**src/plist_pkg.sv**
```systemverilog
`timescale 1ns / 1ps
// ----------------------------------------------------------------------------
// plist_pkg : shared types and constants of the positional list
// Beat payloads, opcode and status codes, cell control, and the constant
// functions that size the read-out OR tree.
// ----------------------------------------------------------------------------
package plist_pkg;

	localparam int VALUE_W  = 32;
	localparam int POS_W    = 7;
	localparam int OPCODE_W = 2;
	localparam int STATUS_W = 2;
	localparam int RADIX    = 8;

	typedef enum logic [OPCODE_W-1:0] {
		OP_INSERT = 2'd0,
		OP_DELETE = 2'd1,
		OP_READ   = 2'd2
	} opcode_t;

	typedef enum logic [STATUS_W-1:0] {
		ST_DONE  = 2'd0,
		ST_RANGE = 2'd1,
		ST_FULL  = 2'd2
	} status_t;

	// input beat
	typedef struct packed {
		logic [OPCODE_W-1:0]       opcode;
		logic [POS_W-1:0]          position;
		logic signed [VALUE_W-1:0] value;
	} in_t;

	// result beat
	typedef struct packed {
		logic [STATUS_W-1:0]       status;
		logic signed [VALUE_W-1:0] read_value;
		logic [POS_W-1:0]          count;
	} out_t;

	// shift command broadcast to every cell
	typedef struct packed {
		logic                      ins;
		logic                      del;
		logic [POS_W-1:0]          pos;
		logic signed [VALUE_W-1:0] value;
	} cell_ctl_t;

	// node count of tree level l over n leaves (level 0 = leaves)
	function automatic int level_size(int n, int l);
		int s;
		s = n;
		for (int i = 0; i < l; i++)
			s = (s + RADIX - 1) / RADIX;
		return s;
	endfunction

	// number of registered reduction levels above the leaves
	function automatic int tree_depth(int n);
		int d;
		int s;
		d = 0;
		s = n;
		while (s > 1) begin
			s = (s + RADIX - 1) / RADIX;
			d++;
		end
		return d;
	endfunction

	// offset of level l (l >= 1) in the flat node store
	function automatic int level_base(int n, int l);
		int b;
		b = 0;
		for (int i = 1; i < l; i++)
			b += level_size(n, i);
		return b;
	endfunction

endpackage

```
**src/plist_cell.sv**
```systemverilog
`timescale 1ns / 1ps
// ----------------------------------------------------------------------------
// plist_cell : one list slot
// Holds one entry; on insert takes its left neighbor or the new value, on
// delete takes its right neighbor. Also registers its entry as a tree leaf
// when it is the slot being read.
// ----------------------------------------------------------------------------
module plist_cell import plist_pkg::*; #(
	parameter int INDEX = 0
) (
	input  logic                      clk,
	input  cell_ctl_t                 ctl,
	input  logic [POS_W-1:0]          rd_pos,
	input  logic signed [VALUE_W-1:0] left,
	input  logic signed [VALUE_W-1:0] right,
	output logic signed [VALUE_W-1:0] entry,
	output logic signed [VALUE_W-1:0] leaf
);

	localparam int IDX_W = $clog2(INDEX + 2);
	localparam int XW    = (POS_W > IDX_W) ? POS_W + 1 : IDX_W + 1;
	localparam logic [XW-1:0] IDX_X = XW'(INDEX);

	logic signed [VALUE_W-1:0] entry_q;
	logic signed [VALUE_W-1:0] leaf_q;
	logic [XW-1:0]             pos_x;
	logic [XW-1:0]             rd_x;

	assign pos_x = XW'(ctl.pos);
	assign rd_x  = XW'(rd_pos);

	// shift / place
	always_ff @(posedge clk) begin
		if (ctl.ins) begin
			if (IDX_X == pos_x)
				entry_q <= ctl.value;
			else if (IDX_X > pos_x)
				entry_q <= left;
		end else if (ctl.del) begin
			if (IDX_X >= pos_x)
				entry_q <= right;
		end
	end

	// masked leaf for the read-out tree
	always_ff @(posedge clk) begin
		leaf_q <= (IDX_X == rd_x) ? entry_q : '0;
	end

	assign entry = entry_q;
	assign leaf  = leaf_q;

endmodule

```
**config.mk**
```make
export PLATFORM = sky130hd
export DESIGN_NAME = plist_cell
export DESIGN_NICKNAME = d
export VERILOG_FILES = /design/src/plist_pkg.sv /design/src/plist_cell.sv
export SDC_FILE = /design/constraint.sdc
export NUM_CORES = 1
export LEC_CHECK = 0
export BUFFER_PORTS_ARGS = -buffer_cell sky130_fd_sc_hd__clkbuf_2
export CAP_MARGIN = 20
export CELL_PAD_IN_SITES_DETAIL_PLACEMENT = 1
export CELL_PAD_IN_SITES_GLOBAL_PLACEMENT = 1
export CORE_MARGIN = 4
export CORE_UTILIZATION = 32
export CTS_CLUSTER_DIAMETER = 60
export DETAILED_ROUTE_END_ITERATION = 10
export PLACE_DENSITY = 0.91
export SYNTH_ARGS = -nofsm -noshare
export SYNTH_HDL_FRONTEND = slang
export SYNTH_SLANG_ARGS = --single-unit
```
**constraint.sdc**
```tcl
create_clock -name clk -period 6.87 [get_ports clk]
set_clock_uncertainty 0.15 [all_clocks]
set_input_delay 0 -clock clk [delete_from_list [all_inputs] [get_ports clk]]
set_output_delay 0 -clock clk [all_outputs]
set_load 0.005 [all_outputs]
```
==> results of run 1 <==
## cell type report
class | count | area, um^2 | area share
clock buffer | 12 | 135 | 0.0299
clock inverter | 4 | 45.0 | 0.00998
inverter | 1 | 3.75 | 0.000831
multi-input combinational | 168 | 971 | 0.215
sequential | 64 | 1600 | 0.355
tap | 102 | 128 | 0.0283
timing repair buffer | 251 | 1630 | 0.361
## how the worst min path moves through the flow
| stage | startpoint | end | slack (ps) |
|---|---|---|---|
| 4_1_cts | rd_pos[1] | leaf[8] | 20 |
| 5_1_grt | rd_pos[5] | leaf[8] | 5 |
| 6_report | rd_pos[5] | leaf[8] | -2 |
| 3_3_place_gp | right[22] | entry[22] | 170 |
| 3_5_place_dp | right[10] | entry[10] | 180 |
| 2_1_floorplan | right[23] | entry[23] | 70 |
## worst max-delay path: stages
cell and delay (ps):
dlygate4sd3_1 530, clkbuf_2 130, nor4_4 550, buf_8 240, dlygate4sd3_1 740, and2_1 180
## per-stage QoR
step	power [uW]	worst slack, ps
2_1_floorplan	444	3260
3_3_place_gp	485	3960
3_5_place_dp	488	4630
4_1_cts	830	4260
5_1_grt	869	4510
6_report	830	4610
## routing by layer
metal,GRT usage,up-vias,routed length (um)
met4,0.101,0,395
met3,0.0602,32,1060
met2,0.439,183,6220
met1,0.261,1459,4180
met5,0,-,0
li1,-,1401,-
## sequential cells by signal, summed over array words and instances, names as in the netlist
name and count:
leaf 32, entry 32
## cells in the mapped netlist (all sizes together)
cell / n / area share
nor3: 2 / 0.0038
clkbuf: 17 / 0.026
a21oi: 28 / 0.053
nor4: 2 / 0.013
dfxtp: 32 / 0.24
inv: 1 / 0.0014
and2: 32 / 0.089
nand3: 4 / 0.0076
buf: 4 / 0.0071
o21ai: 32 / 0.061
a31oi: 32 / 0.076
or3: 1 / 0.0024
edfxtp: 32 / 0.36
or4: 2 / 0.0085
nor2: 33 / 0.047
## logic make-up after synthesis
group / synth area share
buffers and inverters: 0.0341
AND/OR/NAND/NOR: 0.171
AO/OA/AOI/OAI: 0.189
flip-flops: 0.606
## power groups by stage
| stage | combinational [uW] | clock [uW] | sequential [uW] |
|---|---|---|---|
| after floorplan | 31.4 | 0 | 413 |
| after global placement | 72.5 | 0 | 413 |
| after detailed placement | 75.8 | 0 | 413 |
| after CTS | 113 | 313 | 404 |
| after global routing | 130 | 335 | 404 |
| final | 120 | 306 | 404 |
## timing repair
action	4_1_cts	5_1_grt
setup endpoints to repair	0	0
endpoints found under the hold margin	48	7
hold buffers	68	2
==> impl_metrics.prom, run 1 <==
# TYPE chip_impl_metric gauge
chip_impl_info{name="run_status",value="finished with violations"} 1
chip_impl_info{name="violations",value="hold timing"} 1
chip_impl_metric{name="arrival",unit="ps"} 2380
chip_impl_info{name="rr_endpoint",value="leaf[11]"} 1
chip_impl_metric{name="core_util_final",unit=""} 0.572
chip_impl_metric{name="nets",unit=""} 608
chip_impl_metric{name="num_antenna_cells",unit=""} 0
chip_impl_metric{name="ant_nets",unit=""} 0
chip_impl_metric{name="dr_total_vias",unit=""} 3075
chip_impl_info{name="worst_setup_path_startpoint",value="rd_pos[1]"} 1
chip_impl_info{name="cts.root.buffer_cell",value="clkbuf_8"} 1
chip_impl_metric{name="die_w",unit="um"} 98.9
chip_impl_metric{name="die_h",unit="um"} 98.9
chip_impl_metric{name="cts.htree.levels",unit=""} 3
chip_impl_metric{name="power_frac_comb",unit=""} 0.144
chip_impl_metric{name="final_area",unit="um^2"} 4510
chip_impl_metric{name="maxSlewViolCount",unit=""} 0
chip_impl_info{name="timing.critical_path.from_type",value="input pin"} 1
chip_impl_metric{name="syn2layout_area_growth",unit="%"} 70.8
chip_impl_metric{name="row_count",unit=""} 32
chip_impl_metric{name="timing_worst_slew_pin_value",unit="ps"} 1060
chip_impl_metric{name="fin_crit",unit="ps"} 2260
chip_impl_metric{name="seq_area_frac_synth",unit=""} 0.606
chip_impl_metric{name="leakagePower",unit="uW"} 0.00203
chip_impl_metric{name="post_cts_buffers",unit=""} 0
chip_impl_metric{name="initial_core_util",unit=""} 0.335
chip_impl_metric{name="globalRouteTotalUtil",unit=""} 0.240
chip_impl_metric{name="buffer_ports.inserted",unit=""} 176
chip_impl_info{name="endpoint_kind",value="register"} 1
chip_impl_metric{name="internal_power_consumption",unit="uW"} 638
chip_impl_metric{name="p_sw",unit="uW"} 192
chip_impl_metric{name="switching_share",unit=""} 0.232
chip_impl_metric{name="clk_pin_slew",unit="ps"} 80
chip_impl_metric{name="power.sequential.fraction",unit=""} 0.487
chip_impl_metric{name="io_pins",unit=""} 177
chip_impl_metric{name="count_of_unique_library_cells_instantiated_by_yosys",unit=""} 20
chip_impl_metric{name="pwr-share-clk",unit=""} 0.369
chip_impl_metric{name="wl_per_cell",unit="um"} 19.7
chip_impl_info{name="worstHoldPathType",value="in -> reg"} 1
chip_impl_metric{name="tritoncts.num_buffers",unit=""} 9
chip_impl_metric{name="max-cap-violations",unit=""} 0
chip_impl_info{name="clock_tree_from_tritoncts",value="built"} 1
chip_impl_metric{name="worst-endpoint-required",unit="ps"} 6990
chip_impl_metric{name="ctsResizeCount",unit=""} 0
chip_impl_metric{name="cp_max_fo",unit=""} 22
chip_impl_metric{name="post_synth_inst_count",unit=""} 254
chip_impl_metric{name="route.detailed.drc",unit=""} 0
chip_impl_metric{name="ir_worst_vdd",unit="mV"} 0.0681
chip_impl_info{name="cp-endpoint",value="leaf[5]"} 1
chip_impl_info{name="layout.cells.most_common",value="clkbuf_2"} 1
chip_impl_metric{name="postRouteWirelength",unit="um"} 11900
chip_impl_metric{name="core_area",unit="um^2"} 7890
chip_impl_info{name="rr_startpoint",value="entry[11]"} 1
chip_impl_metric{name="synth_seq_cells",unit=""} 64
chip_impl_metric{name="grt_max_degree",unit=""} 39
chip_impl_info{name="critical_path_class",value="in -> reg"} 1
chip_impl_metric{name="reg2reg_setup_slack",unit="ps"} 5990
chip_impl_metric{name="synth.cell_area",unit="um^2"} 2640
chip_impl_metric{name="post_layout_nonfiller_instances",unit=""} 602
chip_impl_metric{name="final_layout_size_suffix_gt1_frac",unit=""} 0.458
chip_impl_metric{name="maxClockFrequency",unit="MHz"} 442
chip_impl_metric{name="design.die.area",unit="um^2"} 9780
chip_impl_metric{name="finalSetupTns",unit="ps"} 0
chip_impl_metric{name="ys.warnings.count",unit=""} 0
chip_impl_metric{name="report.final.hold_viol_count",unit=""} 1
chip_impl_metric{name="setup_viol_count_final",unit=""} 0
chip_impl_metric{name="powerDensity",unit="nW/um^2"} 184
chip_impl_metric{name="route.detailed.vias_per_inst",unit=""} 5.11
chip_impl_metric{name="worst-r2r-cell-count",unit=""} 1
chip_impl_metric{name="cts.sinks",unit=""} 64
chip_impl_metric{name="drtIter0Drc",unit=""} 141
chip_impl_metric{name="placedCellCount",unit=""} 515
chip_impl_metric{name="clk_latency",unit="ps"} 330
chip_impl_metric{name="drtPass1Iterations",unit=""} 4
chip_impl_metric{name="clk_path_buf_depth",unit=""} 2
chip_impl_metric{name="fin_crit_sh",unit=""} 0.329
chip_impl_metric{name="first_pass_grt_wire_length",unit="um"} 18100
chip_impl_metric{name="gp_routability_congestion",unit=""} 0.741
chip_impl_metric{name="number_of_antenna_violations_at_the_first_check_in_global_routing",unit=""} 0
chip_impl_metric{name="final.fill_count",unit=""} 942
chip_impl_metric{name="max_slew_margin",unit=""} 0.295
chip_impl_metric{name="grt-ovfl-total",unit=""} 0
chip_impl_metric{name="postSynthNetCount",unit=""} 367
chip_impl_info{name="rsz0062_at_grt",value="no"} 1
chip_impl_info{name="mostFrequentLayoutCells",value="176 x clkbuf_2, 70 x dlygate4sd3_1, 33 x nor2_1"} 1
chip_impl_metric{name="worst_hold_path.num_cells",unit=""} 4
chip_impl_metric{name="dpl-instance-area",unit="um^2"} 3620
chip_impl_metric{name="hold_slack",unit="ps"} -1.84
chip_impl_metric{name="synth.avg_cell_area",unit="um^2"} 10.4
chip_impl_metric{name="hpwlAfterDp",unit="um"} 7070
chip_impl_metric{name="first_global_vias",unit=""} 3389
(Power assumes the default switching activity.)
==> inputs of run 2 (changes only) <==
--- a/config.mk
+++ b/config.mk
@@ -10,10 +10,10 @@
 export CELL_PAD_IN_SITES_DETAIL_PLACEMENT = 1
 export CELL_PAD_IN_SITES_GLOBAL_PLACEMENT = 1
 export CORE_MARGIN = 4
-export CORE_UTILIZATION = 32
+export CORE_UTILIZATION = 27
 export CTS_CLUSTER_DIAMETER = 60
 export DETAILED_ROUTE_END_ITERATION = 10
-export PLACE_DENSITY = 0.91
+export PLACE_DENSITY = 0.82
 export SYNTH_ARGS = -nofsm -noshare
 export SYNTH_HDL_FRONTEND = slang
 export SYNTH_SLANG_ARGS = --single-unit
==> constraint.sdc (replaced) <==
create_clock -name clk -period 1.9 [get_ports clk]
set_clock_uncertainty 0.15 [all_clocks]
set_input_delay 0 -clock clk [delete_from_list [all_inputs] [get_ports clk]]
set_output_delay 0 -clock clk [all_outputs]
set_load 0.005 [all_outputs]
==> run 2 against run 1 <==
The run now ends clean. Global-route usage is 2.4 points lower. Utilization decreased by 7.0 points. Flip-flop and latch count unchanged. Routed wire length is 2.8% higher. Cell count grew 7.0%. Via count decreased by 0.16%. Count of clock-buffer cells in the layout up 2. Sequential share of layout area down 1.5 points. Sequential power increased to 3.6 times the previous value. First-iteration DRC count decreased by 37%. Register-to-register slack worse by 5000 ps.
==> impl_metrics.prom, run 2 (synthesized netlist as in run 1, its figures left out) <==
# TYPE chip_impl_metric gauge
chip_impl_metric{name="first_pass_grt_wire_length",unit="um"} 18800
chip_impl_metric{name="drtPass1Iterations",unit=""} 4
chip_impl_metric{name="internal_power_consumption",unit="uW"} 2390
chip_impl_metric{name="die_w",unit="um"} 107
chip_impl_metric{name="route.detailed.vias_per_inst",unit=""} 4.77
chip_impl_metric{name="nets",unit=""} 622
chip_impl_metric{name="first_global_vias",unit=""} 3505
chip_impl_info{name="rr_startpoint",value="entry[0]"} 1
chip_impl_metric{name="worst-endpoint-required",unit="ps"} 1820
chip_impl_metric{name="arrival",unit="ps"} 1710
chip_impl_metric{name="powerDensity",unit="nW/um^2"} 658
chip_impl_metric{name="leakagePower",unit="uW"} 0.00210
chip_impl_metric{name="gp_routability_congestion",unit=""} 0.726
chip_impl_metric{name="post_cts_buffers",unit=""} 0
chip_impl_info{name="rr_endpoint",value="leaf[0]"} 1
chip_impl_metric{name="fin_crit",unit="ps"} 1790
chip_impl_metric{name="wl_per_cell",unit="um"} 18.9
chip_impl_metric{name="report.power.total",unit="uW"} 3100
chip_impl_metric{name="core_area",unit="um^2"} 9370
chip_impl_metric{name="cp_max_fo",unit=""} 17
chip_impl_metric{name="worst_hold_path.num_cells",unit=""} 3
chip_impl_metric{name="die_h",unit="um"} 107
chip_impl_metric{name="hpwlAfterDp",unit="um"} 7630
chip_impl_metric{name="report.final.hold_viol_count",unit=""} 0
chip_impl_metric{name="buffer_ports.inserted",unit=""} 176
chip_impl_metric{name="row_count",unit=""} 35
chip_impl_metric{name="grt_max_degree",unit=""} 33
chip_impl_metric{name="cts.hold.buffers_added",unit=""} 80
chip_impl_info{name="endpoint_kind",value="register"} 1
chip_impl_metric{name="max_slew_margin",unit=""} 0.621
chip_impl_metric{name="timing_worst_slew_pin_value",unit="ps"} 568
chip_impl_metric{name="fin_crit_sh",unit=""} 0.941
chip_impl_metric{name="ir_worst_vdd",unit="mV"} 0.258
chip_impl_metric{name="globalRouteTotalUtil",unit=""} 0.216
chip_impl_metric{name="clk_latency",unit="ps"} 330
chip_impl_metric{name="grt-ovfl-total",unit=""} 0
chip_impl_metric{name="power.sequential.fraction",unit=""} 0.471
chip_impl_metric{name="clk_path_buf_depth",unit=""} 2
chip_impl_info{name="rsz0062_at_grt",value="no"} 1
chip_impl_metric{name="reg2reg_setup_slack",unit="ps"} 1000
chip_impl_metric{name="p_sw",unit="uW"} 704
chip_impl_metric{name="maxClockFrequency",unit="MHz"} 559
chip_impl_info{name="worstHoldPathType",value="in -> reg"} 1
chip_impl_metric{name="finalSetupTns",unit="ps"} 0
chip_impl_metric{name="postRouteWirelength",unit="um"} 12200
chip_impl_metric{name="setup_viol_count_final",unit=""} 0
chip_impl_metric{name="cts.htree.levels",unit=""} 3
chip_impl_metric{name="design.die.area",unit="um^2"} 11400
chip_impl_info{name="timing.critical_path.from_type",value="input pin"} 1
chip_impl_info{name="worst_hold_startpoint",value="ctl[3]"} 1
chip_impl_info{name="critical_path_class",value="in -> reg"} 1
chip_impl_metric{name="route.detailed.drc",unit=""} 0
chip_impl_metric{name="power_frac_comb",unit=""} 0.142
chip_impl_info{name="worstHoldEndpoint",value="entry[3]"} 1
chip_impl_metric{name="worst-r2r-cell-count",unit=""} 1
chip_impl_metric{name="dpl-instance-area",unit="um^2"} 3700
chip_impl_metric{name="switching_share",unit=""} 0.227
chip_impl_metric{name="number_of_antenna_violations_at_the_first_check_in_global_routing",unit=""} 1
chip_impl_metric{name="clk_pin_slew",unit="ps"} 70
chip_impl_metric{name="final_layout_size_suffix_gt1_frac",unit=""} 0.453
chip_impl_info{name="run_status",value="finished clean"} 1
chip_impl_metric{name="pwr-share-clk",unit=""} 0.387
chip_impl_metric{name="initial_core_util",unit=""} 0.282
chip_impl_info{name="cts.root.buffer_cell",value="clkbuf_8"} 1
chip_impl_info{name="layout.cells.most_common",value="clkbuf_2"} 1
chip_impl_metric{name="syn2layout_area_growth",unit="%"} 78.1
chip_impl_metric{name="maxSlewViolCount",unit=""} 0
chip_impl_metric{name="io_pins",unit=""} 177
chip_impl_metric{name="max-cap-violations",unit=""} 0
chip_impl_metric{name="cts.sinks",unit=""} 64
chip_impl_info{name="clock_tree_from_tritoncts",value="built"} 1
chip_impl_metric{name="dr_total_vias",unit=""} 3070
chip_impl_metric{name="tritoncts.num_buffers",unit=""} 9
chip_impl_info{name="mostFrequentLayoutCells",value="176 x clkbuf_2, 80 x dlygate4sd3_1, 33 x nor2_1"} 1
chip_impl_metric{name="ctsResizeCount",unit=""} 0
chip_impl_metric{name="drtIter0Drc",unit=""} 89
chip_impl_metric{name="final_area",unit="um^2"} 4710
chip_impl_metric{name="ant_nets",unit=""} 0
[run 2: cell types whose count changed in the layout (fill, tap and decap cells not counted), sizes merged]
cell,delta
clkinvlp,+1
buf,+4
dlygate4sd3,+10
clkinv,-3
diode,+1
clkbuf,+2
[run 2: area by class of cell]
type	instances	area (um^2)
diodes	1	2.50
clock buffers	14	163
clock inverters	2	37.5
fillers	1146	4660
inverters	1	3.75
multi-input cells	168	977
flip-flops and latches	64	1600
well taps	129	161
repair buffers	265	1760
[run 2: worst max path at each step]
stage                 start   endpoint  slack, ps  cells past startpoint
detailed placement  ctl[36]   entry[3]         50                      5
global route        ctl[36]  entry[30]         60                      5
global placement    ctl[36]   entry[9]        200                      5
CTS                 ctl[36]  entry[30]        160                      5
floorplan           ctl[36]   entry[0]       -170                      3
finish              ctl[36]  entry[30]        110                      5
[run 2: worst max-delay path, stage by stage]
cell	delay (ps)
clkbuf_2	120
or4_4	670
o21ai_0	240
a21oi_1	110
dlygate4sd3_1	570
[run 2: per-stage QoR]
stage          cells  setup slack (ps)  utilization  hold WS [ps]
2_1_floorplan    254              -165            -          75.0
3_3_place_gp     547               198        0.395           168
3_5_place_dp     547              52.4        0.395           174
4_1_cts          643               160        0.502          65.8
5_1_grt          644              64.4        0.502          50.8
6_report         644               112        0.502          59.2
[run 2: routing by layer]
layer | GRT usage | vias to the layer above | routed length (um) | part of all wire
li1 | - | 1430 | - | -
met4 | 0.0950 | 0 | 416 | 0.034
met3 | 0.0518 | 32 | 703 | 0.058
met2 | 0.412 | 144 | 6640 | 0.54
met5 | 0 | - | 0 | 0
met1 | 0.221 | 1464 | 4430 | 0.36
[run 2: power by group through the flow]
stage / combinational [uW] / sequential [uW] / clock, uW
after floorplan: 116 / 1490 / 0
after detailed placement: 285 / 1490 / 0
after global placement: 272 / 1490 / 0
after CTS: 429 / 1460 / 1230
after global routing: 479 / 1460 / 1290
final: 440 / 1460 / 1200
